### src/rtl/vsra_pkg.sv
`default_nettype none

package vsra_pkg;

  // defaults for the top-level parameters
  localparam int MAX_EXTENT_DEF   = 1024;
  localparam int MAX_CHANNELS_DEF = 4;

  // fixed field widths
  localparam int ADDR_W    = 30;
  localparam int VALUE_W   = 32;
  localparam int SIZE_W    = 11;
  localparam int CHAN_W    = 3;
  localparam int ORIENT_W  = 2;
  localparam int CFG_IDX_W = 3;
  localparam int CFG_DAT_W = 11;

  // queue depths
  localparam int MID_DEPTH = 2;
  localparam int OUT_DEPTH = 2;

  // register indexes
  localparam logic [CFG_IDX_W-1:0] REG_ORIENTATION = 3'd0;
  localparam logic [CFG_IDX_W-1:0] REG_SIZE_X      = 3'd1;
  localparam logic [CFG_IDX_W-1:0] REG_SIZE_Y      = 3'd2;
  localparam logic [CFG_IDX_W-1:0] REG_SIZE_Z      = 3'd3;
  localparam logic [CFG_IDX_W-1:0] REG_CHANNELS    = 3'd4;

  // orientation codes, the unused code behaves as axial
  localparam logic [ORIENT_W-1:0] ORIENT_AXIAL    = 2'd0;
  localparam logic [ORIENT_W-1:0] ORIENT_SAGITTAL = 2'd1;
  localparam logic [ORIENT_W-1:0] ORIENT_CORONAL  = 2'd2;

  // width of an effective extent (1 .. max_ext)
  function automatic int ext_w(input int max_ext);
    return $clog2(max_ext + 1);
  endfunction

  // width of a position counter (0 .. max_ext-1)
  function automatic int cnt_w(input int max_ext);
    return $clog2(max_ext);
  endfunction

  // width of an effective channel count (1 .. max_ch)
  function automatic int ch_w(input int max_ch);
    return $clog2(max_ch + 1);
  endfunction

  // width of the channel plane counter
  function automatic int ci_w(input int max_ch);
    return (max_ch > 1) ? $clog2(max_ch) : 1;
  endfunction

  // width of channels*x + c
  function automatic int e_w(input int max_ext, input int max_ch);
    return $clog2(max_ext * max_ch + 1);
  endfunction

  // work token between front and back: a, b, c, d, e, value, last
  function automatic int tok_w(input int max_ext, input int max_ch);
    return cnt_w(max_ext) + 3 * ext_w(max_ext) + e_w(max_ext, max_ch) + VALUE_W + 1;
  endfunction

endpackage

`default_nettype wire

### src/rtl/vsra_div.sv
`default_nettype none

module vsra_div import vsra_pkg::*; #(
  parameter int DIVIDEND_W = 11,
  parameter int DIVISOR_W  = 3
) (
  input  wire logic                  clk,
  input  wire logic                  rst,
  input  wire logic                  start,
  input  wire logic [DIVIDEND_W-1:0] dividend,
  input  wire logic [DIVISOR_W-1:0]  divisor,
  output logic                       busy,
  output logic [DIVIDEND_W-1:0]      quotient
);

  localparam int STEP_W = $clog2(DIVIDEND_W + 1);

  logic [DIVISOR_W-1:0] rem;
  logic [STEP_W-1:0]    steps;
  logic [DIVISOR_W:0]   trial;
  logic                 fits;

  // restoring division, one quotient bit per cycle, dividend shifts out of quotient
  assign trial = {rem, quotient[DIVIDEND_W-1]};
  assign fits  = trial >= {1'b0, divisor};

  always_ff @(posedge clk) begin
    if (rst) begin
      busy     <= 1'b0;
      steps    <= '0;
      rem      <= '0;
      quotient <= DIVIDEND_W'(1);
    end else if (start) begin
      busy     <= 1'b1;
      steps    <= STEP_W'(DIVIDEND_W);
      rem      <= '0;
      quotient <= dividend;
    end else if (busy) begin
      if (fits) begin
        rem <= DIVISOR_W'(trial - {1'b0, divisor});
      end else begin
        rem <= DIVISOR_W'(trial);
      end
      quotient <= {quotient[DIVIDEND_W-2:0], fits};
      steps    <= steps - STEP_W'(1);
      busy     <= steps != STEP_W'(1);
    end
  end

endmodule

`default_nettype wire

### src/rtl/vsra_fifo.sv
`default_nettype none

module vsra_fifo import vsra_pkg::*; #(
  parameter int WIDTH = 8,
  parameter int DEPTH = 2
) (
  input  wire logic             clk,
  input  wire logic             rst,
  input  wire logic             push,
  input  wire logic [WIDTH-1:0] wr_data,
  output logic                  full,
  input  wire logic             pop,
  output logic [WIDTH-1:0]      rd_data,
  output logic                  empty
);

  localparam int PTR_W   = (DEPTH > 1) ? $clog2(DEPTH) : 1;
  localparam int COUNT_W = $clog2(DEPTH + 1);

  logic [WIDTH-1:0]   mem [DEPTH];
  logic [PTR_W-1:0]   wr_ptr;
  logic [PTR_W-1:0]   rd_ptr;
  logic [COUNT_W-1:0] count;
  logic               do_wr;
  logic               do_rd;

  assign full    = count == COUNT_W'(DEPTH);
  assign empty   = count == '0;
  assign do_wr   = push && !full;
  assign do_rd   = pop && !empty;
  assign rd_data = mem[rd_ptr];

  always_ff @(posedge clk) begin
    if (do_wr) begin
      mem[wr_ptr] <= wr_data;
    end
  end

  always_ff @(posedge clk) begin
    if (rst) begin
      wr_ptr <= '0;
      rd_ptr <= '0;
      count  <= '0;
    end else begin
      if (do_wr) begin
        wr_ptr <= wr_ptr + PTR_W'(1);
      end
      if (do_rd) begin
        rd_ptr <= rd_ptr + PTR_W'(1);
      end
      if (do_wr && !do_rd) begin
        count <= count + COUNT_W'(1);
      end else if (do_rd && !do_wr) begin
        count <= count - COUNT_W'(1);
      end
    end
  end

endmodule

`default_nettype wire

### src/rtl/vsra_front.sv
`default_nettype none

module vsra_front import vsra_pkg::*; #(
  parameter int MAX_EXTENT   = MAX_EXTENT_DEF,
  parameter int MAX_CHANNELS = MAX_CHANNELS_DEF
) (
  input  wire logic                                    clk,
  input  wire logic                                    rst,
  input  wire logic                                    cfg_write,
  input  wire logic [CFG_IDX_W-1:0]                    cfg_index,
  input  wire logic [CFG_DAT_W-1:0]                    cfg_data,
  input  wire logic                                    push,
  output logic                                         full,
  input  wire logic [VALUE_W-1:0]                      in_value,
  input  wire logic                                    tok_full,
  output logic                                         tok_push,
  output logic [tok_w(MAX_EXTENT, MAX_CHANNELS)-1:0]   tok_data
);

  localparam int EXT_W = ext_w(MAX_EXTENT);
  localparam int CNT_W = cnt_w(MAX_EXTENT);
  localparam int CH_W  = ch_w(MAX_CHANNELS);
  localparam int CI_W  = ci_w(MAX_CHANNELS);
  localparam int E_W   = e_w(MAX_EXTENT, MAX_CHANNELS);

  logic [ORIENT_W-1:0] orientation;
  logic [SIZE_W-1:0]   size_x;
  logic [SIZE_W-1:0]   size_y;
  logic [SIZE_W-1:0]   size_z;
  logic [CHAN_W-1:0]   channels;

  logic                restart;
  logic                div_start;
  logic                div_busy;
  logic [EXT_W-1:0]    group_total;

  logic [CNT_W-1:0]    col_count;
  logic [CNT_W-1:0]    row_count;
  logic [CNT_W-1:0]    group_count;
  logic [CNT_W-1:0]    slice_count;
  logic [CI_W-1:0]     chan_count;
  logic [CNT_W-1:0]    col_count_next;
  logic [CNT_W-1:0]    row_count_next;
  logic [CNT_W-1:0]    group_count_next;
  logic [CNT_W-1:0]    slice_count_next;
  logic [CI_W-1:0]     chan_count_next;

  logic [EXT_W-1:0]    sx;
  logic [EXT_W-1:0]    sy;
  logic [EXT_W-1:0]    sz;
  logic [CH_W-1:0]     ch_eff;
  logic [CH_W-1:0]     ch_use;
  logic                sag;
  logic                accept;
  logic                col_wrap;
  logic                row_wrap;
  logic                chan_wrap;
  logic                last;
  logic                produce;

  logic [CNT_W-1:0]    op_a;
  logic [EXT_W-1:0]    op_b;
  logic [EXT_W-1:0]    op_c;
  logic [EXT_W-1:0]    op_d;
  logic [E_W-1:0]      op_e;

  function automatic logic [EXT_W-1:0] eff_ext(input logic [SIZE_W-1:0] v);
    if (v == '0) begin
      return EXT_W'(1);
    end
    if (int'(v) > MAX_EXTENT) begin
      return EXT_W'(MAX_EXTENT);
    end
    return EXT_W'(v);
  endfunction

  // register writes
  always_ff @(posedge clk) begin
    if (rst) begin
      orientation <= ORIENT_AXIAL;
      size_x      <= SIZE_W'(1);
      size_y      <= SIZE_W'(1);
      size_z      <= SIZE_W'(1);
      channels    <= CHAN_W'(1);
    end else if (cfg_write) begin
      unique case (cfg_index)
        REG_ORIENTATION: orientation <= cfg_data[ORIENT_W-1:0];
        REG_SIZE_X:      size_x      <= cfg_data[SIZE_W-1:0];
        REG_SIZE_Y:      size_y      <= cfg_data[SIZE_W-1:0];
        REG_SIZE_Z:      size_z      <= cfg_data[SIZE_W-1:0];
        REG_CHANNELS:    channels    <= cfg_data[CHAN_W-1:0];
        default: ;
      endcase
    end
  end

  assign restart = cfg_write && (cfg_index == REG_ORIENTATION || cfg_index == REG_SIZE_X ||
                                 cfg_index == REG_SIZE_Y || cfg_index == REG_SIZE_Z ||
                                 cfg_index == REG_CHANNELS);

  always_ff @(posedge clk) begin
    if (rst) begin
      div_start <= 1'b0;
    end else begin
      div_start <= restart;
    end
  end

  // group count = size_z / channels
  vsra_div #(
    .DIVIDEND_W(EXT_W),
    .DIVISOR_W (CH_W)
  ) u_div (
    .clk     (clk),
    .rst     (rst),
    .start   (div_start),
    .dividend(sz),
    .divisor (ch_eff),
    .busy    (div_busy),
    .quotient(group_total)
  );

  assign sx = eff_ext(size_x);
  assign sy = eff_ext(size_y);
  assign sz = eff_ext(size_z);

  always_comb begin
    if (channels == '0) begin
      ch_eff = CH_W'(1);
    end else if (int'(channels) > MAX_CHANNELS) begin
      ch_eff = CH_W'(MAX_CHANNELS);
    end else begin
      ch_eff = CH_W'(channels);
    end
  end

  assign sag    = orientation == ORIENT_SAGITTAL;
  assign ch_use = sag ? ch_eff : CH_W'(1);

  assign full   = div_start || div_busy || tok_full;
  assign accept = push && !full;

  // classify the voxel at the current position
  assign col_wrap  = (EXT_W'(col_count) + EXT_W'(1)) >= sx;
  assign row_wrap  = (EXT_W'(row_count) + EXT_W'(1)) >= sy;
  assign chan_wrap = (CH_W'(chan_count) + CH_W'(1)) >= ch_use;
  assign last      = col_wrap && row_wrap && ((EXT_W'(slice_count) + EXT_W'(1)) >= sz);
  assign produce   = !sag || (EXT_W'(group_count) < group_total);

  always_comb begin
    col_count_next   = col_count + CNT_W'(1);
    row_count_next   = row_count;
    chan_count_next  = chan_count;
    group_count_next = group_count;
    slice_count_next = slice_count;
    if (last) begin
      col_count_next   = '0;
      row_count_next   = '0;
      chan_count_next  = '0;
      group_count_next = '0;
      slice_count_next = '0;
    end else if (col_wrap) begin
      col_count_next = '0;
      row_count_next = row_count + CNT_W'(1);
      if (row_wrap) begin
        row_count_next   = '0;
        slice_count_next = slice_count + CNT_W'(1);
        chan_count_next  = chan_count + CI_W'(1);
        if (chan_wrap) begin
          chan_count_next  = '0;
          group_count_next = group_count + CNT_W'(1);
        end
      end
    end
  end

  always_ff @(posedge clk) begin
    if (rst || restart) begin
      col_count   <= '0;
      row_count   <= '0;
      chan_count  <= '0;
      group_count <= '0;
      slice_count <= '0;
    end else if (accept) begin
      col_count   <= col_count_next;
      row_count   <= row_count_next;
      chan_count  <= chan_count_next;
      group_count <= group_count_next;
      slice_count <= slice_count_next;
    end
  end

  // every mode reduces to a + b*(c + d*e)
  always_comb begin
    unique case (orientation)
      ORIENT_SAGITTAL: begin
        op_a = row_count;
        op_b = sy;
        op_c = group_total - EXT_W'(group_count) - EXT_W'(1);
        op_d = group_total;
        op_e = E_W'(ch_use) * E_W'(col_count) + E_W'(chan_count);
      end
      ORIENT_CORONAL: begin
        op_a = col_count;
        op_b = sx;
        op_c = (EXT_W'(slice_count) < sz) ? (sz - EXT_W'(slice_count) - EXT_W'(1)) : '0;
        op_d = sz;
        op_e = E_W'(row_count);
      end
      default: begin
        op_a = col_count;
        op_b = sx;
        op_c = EXT_W'(row_count);
        op_d = sy;
        op_e = E_W'(slice_count);
      end
    endcase
  end

  assign tok_push = accept && produce;
  assign tok_data = {op_a, op_b, op_c, op_d, op_e, in_value, last};

endmodule

`default_nettype wire

### src/rtl/vsra_back.sv
`default_nettype none

module vsra_back import vsra_pkg::*; #(
  parameter int MAX_EXTENT   = MAX_EXTENT_DEF,
  parameter int MAX_CHANNELS = MAX_CHANNELS_DEF
) (
  input  wire logic                                   clk,
  input  wire logic                                   rst,
  input  wire logic                                   tok_valid,
  input  wire logic [tok_w(MAX_EXTENT, MAX_CHANNELS)-1:0] tok_data,
  output logic                                        tok_pop,
  input  wire logic                                   pop,
  output logic                                        empty,
  output logic [ADDR_W-1:0]                           out_address,
  output logic [VALUE_W-1:0]                          out_value,
  output logic                                        volume_end
);

  localparam int EXT_W = ext_w(MAX_EXTENT);
  localparam int CNT_W = cnt_w(MAX_EXTENT);
  localparam int E_W   = e_w(MAX_EXTENT, MAX_CHANNELS);
  localparam int SUM_W = EXT_W + E_W + 1;
  localparam int RES_W = ADDR_W + VALUE_W + 1;

  logic [CNT_W-1:0]   t_a;
  logic [EXT_W-1:0]   t_b;
  logic [EXT_W-1:0]   t_c;
  logic [EXT_W-1:0]   t_d;
  logic [E_W-1:0]     t_e;
  logic [VALUE_W-1:0] t_value;
  logic               t_last;
  logic [SUM_W-1:0]   t_inner;

  logic               s1_valid;
  logic [CNT_W-1:0]   s1_a;
  logic [EXT_W-1:0]   s1_b;
  logic [ADDR_W-1:0]  s1_inner;
  logic [VALUE_W-1:0] s1_value;
  logic               s1_last;

  logic               s2_valid;
  logic [ADDR_W-1:0]  s2_address;
  logic [VALUE_W-1:0] s2_value;
  logic               s2_last;

  logic               res_full;
  logic               s1_free;
  logic               s2_free;
  logic [RES_W-1:0]   res_data;

  assign {t_a, t_b, t_c, t_d, t_e, t_value, t_last} = tok_data;

  assign s2_free = !s2_valid || !res_full;
  assign s1_free = !s1_valid || s2_free;
  assign tok_pop = tok_valid && s1_free;

  // first product: c + d*e
  assign t_inner = SUM_W'(t_c) + SUM_W'(t_d) * SUM_W'(t_e);

  always_ff @(posedge clk) begin
    if (rst) begin
      s1_valid <= 1'b0;
    end else if (s1_free) begin
      s1_valid <= tok_valid;
    end
  end

  always_ff @(posedge clk) begin
    if (s1_free) begin
      s1_a     <= t_a;
      s1_b     <= t_b;
      s1_inner <= ADDR_W'(t_inner);
      s1_value <= t_value;
      s1_last  <= t_last;
    end
  end

  // second product: a + b*inner, kept modulo the address width
  always_ff @(posedge clk) begin
    if (rst) begin
      s2_valid <= 1'b0;
    end else if (s2_free) begin
      s2_valid <= s1_valid;
    end
  end

  always_ff @(posedge clk) begin
    if (s2_free) begin
      s2_address <= ADDR_W'(s1_a) + ADDR_W'(s1_b) * s1_inner;
      s2_value   <= s1_value;
      s2_last    <= s1_last;
    end
  end

  vsra_fifo #(
    .WIDTH(RES_W),
    .DEPTH(OUT_DEPTH)
  ) u_res_fifo (
    .clk    (clk),
    .rst    (rst),
    .push   (s2_valid),
    .wr_data({s2_address, s2_value, s2_last}),
    .full   (res_full),
    .pop    (pop),
    .rd_data(res_data),
    .empty  (empty)
  );

  assign {out_address, out_value, volume_end} = res_data;

endmodule

`default_nettype wire

### src/rtl/volume_slice_reorient_address.sv
// Address generator for reslicing a volume along permuted axes. Voxels are pushed in input
// raster order (x fastest, then y, then slice) and come out in the same order with the
// linear address they take in the reoriented volume: axial copies, sagittal permutes the
// axes over groups of interleaved channel planes with the group axis flipped, coronal swaps
// y and z and flips z. In sagittal mode the slices beyond a whole number of channel groups
// are taken but give no result, so such a volume never reports volume_end. The block
// accepts one voxel per cycle as long as results are popped and no group count is being
// recomputed; a result passes the token queue, two multiplier stages and the result
// queue. Each write to a known register restarts the volume and reruns the bit-serial
// divider that yields the group count, so full stays high after the write until the
// divider is done.
`default_nettype none

module volume_slice_reorient_address import vsra_pkg::*; #(
  parameter int MAX_EXTENT   = MAX_EXTENT_DEF,
  parameter int MAX_CHANNELS = MAX_CHANNELS_DEF
) (
  input  wire logic                 clk,
  input  wire logic                 rst,
  // configuration write channel
  input  wire logic                 cfg_valid,
  output logic                      cfg_ready,
  input  wire logic [CFG_IDX_W-1:0] cfg_index,
  input  wire logic [CFG_DAT_W-1:0] cfg_data,
  // voxel input queue side
  input  wire logic                 push,
  output logic                      full,
  input  wire logic [VALUE_W-1:0]   in_value,
  // result queue side
  input  wire logic                 pop,
  output logic                      empty,
  output logic [ADDR_W-1:0]         out_address,
  output logic [VALUE_W-1:0]        out_value,
  output logic                      volume_end
);

  localparam int TOK_W = tok_w(MAX_EXTENT, MAX_CHANNELS);

  logic             tok_push;
  logic [TOK_W-1:0] tok_wr_data;
  logic             tok_full;
  logic             tok_empty;
  logic             tok_pop;
  logic [TOK_W-1:0] tok_rd_data;

  // register writes taken in any cycle; block must be configured while idle, not enforced
  assign cfg_ready = 1'b1;

  // front: registers, position counters, group divider, operand selection
  vsra_front #(
    .MAX_EXTENT  (MAX_EXTENT),
    .MAX_CHANNELS(MAX_CHANNELS)
  ) u_front (
    .clk      (clk),
    .rst      (rst),
    .cfg_write(cfg_valid && cfg_ready),
    .cfg_index(cfg_index),
    .cfg_data (cfg_data),
    .push     (push),
    .full     (full),
    .in_value (in_value),
    .tok_full (tok_full),
    .tok_push (tok_push),
    .tok_data (tok_wr_data)
  );

  // short queue so front and back stall independently
  vsra_fifo #(
    .WIDTH(TOK_W),
    .DEPTH(MID_DEPTH)
  ) u_tok_fifo (
    .clk    (clk),
    .rst    (rst),
    .push   (tok_push),
    .wr_data(tok_wr_data),
    .full   (tok_full),
    .pop    (tok_pop),
    .rd_data(tok_rd_data),
    .empty  (tok_empty)
  );

  // back: two multiply stages and the result queue
  vsra_back #(
    .MAX_EXTENT  (MAX_EXTENT),
    .MAX_CHANNELS(MAX_CHANNELS)
  ) u_back (
    .clk        (clk),
    .rst        (rst),
    .tok_valid  (!tok_empty),
    .tok_data   (tok_rd_data),
    .tok_pop    (tok_pop),
    .pop        (pop),
    .empty      (empty),
    .out_address(out_address),
    .out_value  (out_value),
    .volume_end (volume_end)
  );

endmodule

`default_nettype wire

### config.mk
export PLATFORM = sky130hd
export DESIGN_NAME = volume_slice_reorient_address
export DESIGN_NICKNAME = d
export VERILOG_FILES = /design/src/rtl/vsra_pkg.sv /design/src/rtl/vsra_div.sv /design/src/rtl/vsra_fifo.sv /design/src/rtl/vsra_front.sv /design/src/rtl/vsra_back.sv /design/src/rtl/volume_slice_reorient_address.sv
export SDC_FILE = /design/constraint.sdc
export NUM_CORES = 2
export LEC_CHECK = 0
export BUFFER_PORTS_ARGS = -buffer_cell sky130_fd_sc_hd__buf_2
export CORE_UTILIZATION = 56
export DETAILED_ROUTE_END_ITERATION = 8
export MAX_ROUTING_LAYER = met4
export PLACE_DENSITY = 0.81
export SYNTH_ARGS = -nofsm -noshare
export SYNTH_HDL_FRONTEND = slang
export SYNTH_SLANG_ARGS = --single-unit
### constraint.sdc
create_clock -name clk -period 19.44 [get_ports clk]
set_clock_uncertainty 0.05 [all_clocks]
set_input_delay 3.888 -clock clk [delete_from_list [all_inputs] [get_ports clk]]
set_output_delay 3.888 -clock clk [all_outputs]
set_load 0.02 [all_outputs]
==> results.json <==
{
  "io_buffers": 115,
  "start_util": 0.5687,
  "min_to": "u_back.s2_value[16]",
  "synth_area_per_cell_um2": 11.09,
  "via_per_inst": 5.559,
  "finalCritPeriodShare": 0.3899,
  "cp.arrival_ps": 7890,
  "cts_num_sinks": 558,
  "grt_usage": 0.2446,
  "drv_slew": 0,
  "die_w_um": 260.9,
  "synth-edff-count": 446,
  "async_reset_ff_frac": 0,
  "detail-route-antenna-nets": 0,
  "violations": "design-rule violations",
  "path_class": "register to register",
  "cts_made_buffers": 59,
  "r2r_cells": 21,
  "r2r_slack_ps": 11860,
  "ys.flop_type": "edfxtp_1",
  "antenna_found_initial": 2,
  "cts_buffer_depth": 3,
  "cpMaxStageDelayCell": "buf_4",
  "hold_buffers": 0,
  "cts_htree_levels": 2,
  "start_kind": "register",
  "synth_cell_type_count": 72,
  "yosysSeqAreaShare": 0.4166,
  "cts_tree": "done",
  "path_cells": "buf_4, mux2i_1, nor2_1, fa_1, inv_1, fa_1, inv_1, fa_1, fa_1, inv_1, fa_1, inv_1, ha_1, nand3_1, inv_1, a31o_1, a221o_1, a2111oi_4, o311ai_1, a21oi_1, xnor2_1",
  "dp_hpwl_um": 58420,
  "post_drt_wl_per_cell_um": 18.13,
  "hold_violations": 0,
  "cts_root_buf": "clkbuf_16",
  "drt_wl_total_um": 78950,
  "die_h_um": 260.9,
  "grt_pass1_wl_um": 127300,
  "ys_ff_latch": 558,
  "layout-area-overhead-vs-synth_pct": 8.599,
  "nets": 4067,
  "status": "finished with violations",
  "fin_area_um2": 40750,
  "syn_area_um2": 37530,
  "synthCells": 3383,
  "fmax_ghz": 0.1319,
  "yosysMostFrequentCell": "inv_1",
  "period_needed_ps": 7580,
  "slew_headroom": 0.1391,
  "cts-resized-gates": 0,
  "rows": 94,
  "crit_family": "adder cells",
  "dieArea_um2": 68050,
  "first_iter_violations": 2055,
  "yosys.area.top_type": "edfxtp_1",
  "grt_max_degree": 71,
  "cap_violations": 0,
  "finalSetupViolCount": 0,
  "synth_top_area_frac": 0.3569,
  "cts_setup_buffers": 0,
  "drc": 8,
  "crit_buf_inv": 6,
  "clk_pin_slew_ps": 60,
  "holdCritStartpoint": "u_back.s1_value[16]",
  "clock_latency_ps": 630,
  "min-delay-path-class": "register to register",
  "vias": 24210,
  "first_pass_iters": 9,
  "tns_ps": 0,
  "core_area_um2": 65980,
  "synth_common_cells": "inv_1 (503), edfxtp_1 (446), nand2_1 (413)",
  "synth_warnings": 0,
  "rr_endpoint": "u_back.s1_inner[24]",
  "crit_path_end_kind": "register",
  "syn-num-nets": 4006,
  "rsz0062_at_grt": "false",
  "grt-ovfl-total": 0,
  "path_max_fanout": 65,
  "grt_pass1_vias": 24510,
  "postPlaceCellArea_um2": 38830,
  "drive_gt1_frac": 0.1138,
  "cp.depth": 21,
  "min_path_cells": 0,
  "place.gp.congestion": 0.9561,
  "required_ps": 19750,
  "worst_pin_slew_ps": 1284,
  "netlist_top_cells_area": "edfxtp_1 (36%), fa_1 (17%), ha_1 (8.2%), dfxtp_1 (6.0%), inv_1 (5.0%)",
  "ioPinCount": 117,
  "cp_slowest_stage_delay_ps": 820
}
## placed cells by master (no fill, tap or decap), types with 110 or more instances in the layout
cell | synthesis | routed
dfxtp_1 | 112 | 110
edfxtp_1 | 446 | 446
ha_1 | 247 | 247
buf_2 | 0 | 115
a21oi_1 | 142 | 142
inv_1 | 503 | 502
nor2_1 | 179 | 178
and2_1 | 126 | 125
mux2_2 | 153 | 153
fa_1 | 325 | 325
nand2_1 | 413 | 412
## cells by family (layout without fill, tap and decap cells)
family                     after synthesis  count (layout)  share of synthesized area
adders and majority gates              572             572                     0.2557
buffers and inverters                  633             739                    0.06352
and+or+nand+nor                        914             914                     0.1123
DFF                                    558             558                     0.4166
xor gates and xnor gates               117             117                    0.02731
AOI/OAI and AO/OA                      392             392                    0.06699
other                                    1               3                 0.00009993
muxes                                  196             196                    0.05738
## worst max-delay path by stage
stage	from	to	slack, ps
2_1_floorplan	push	u_tok_fifo.mem[0][0]	10420
3_3_place_gp	register	u_back.s1_inner[24]	11920
3_5_place_dp	register	u_back.s1_inner[24]	11820
4_1_cts	register	u_back.s1_inner[24]	11810
5_1_grt	register	u_back.s1_inner[24]	11400
6_report	register	u_back.s1_inner[24]	11860
## stage by stage
stage	utilization	cells	worst slack, ps	hold WS, ps
global route	0.6176	4355	11400	370.0
detailed placement	0.5885	4247	11820	354.5
floorplan	-	3383	10420	350.3
global placement	0.5885	4247	11920	350.3
finish	0.6176	4355	11860	362.8
CTS	0.6176	4353	11810	361.6
## area by class of cell
| class | count | area (µm²) |
|---|---|---|
| repair buffers | 130 | 688.2 |
| flip-flops and latches | 558 | 15640 |
| inverters | 503 | 1888 |
| well taps | 864 | 1081 |
| diodes | 2 | 5.005 |
| clock buffers | 75 | 1618 |
| fillers | 5064 | 25230 |
| clock inverters | 31 | 299.0 |
| multi-input cells | 2192 | 19530 |
## registers in the layout, summed over array words and instances, names as in the netlist, 11 cells and up, named ones only
name,cells
u_back.s1_b,11
u_back.s1_inner,25
u_back.s1_value,32
u_back.s2_address,30
u_back.s2_value,32
u_back.u_res_fifo.mem,126
u_front.size_x,11
u_front.size_y,11
u_front.size_z,11
u_front.u_div.quotient,11
u_tok_fifo.mem,178
## routing by layer
metal	up-vias	global-route usage	routed length, µm
met4	0	0.08041	2443
met1	11940	0.3193	34060
met3	164	0.03963	4866
met5	-	-	0
met2	702	0.3904	37570
li1	11400	-	-
## worst reg2reg max path, cell delays in order, from the launching register on
cell,delay (ps)
dfxtp_4,740
buf_4,870
mux2i_1,680
nor2_1,150
fa_1,560
inv_1,50
fa_1,470
inv_1,50
fa_1,500
fa_1,540
inv_1,50
fa_1,520
inv_1,40
ha_1,340
nand3_1,140
inv_1,50
a31o_1,210
a221o_1,420
a2111oi_4,430
o311ai_1,150
a21oi_1,210
xnor2_1,90
Power is left out: the tool's default activity adds up to more than one toggle a clock period on the data nets, which glitch-free logic cannot reach.
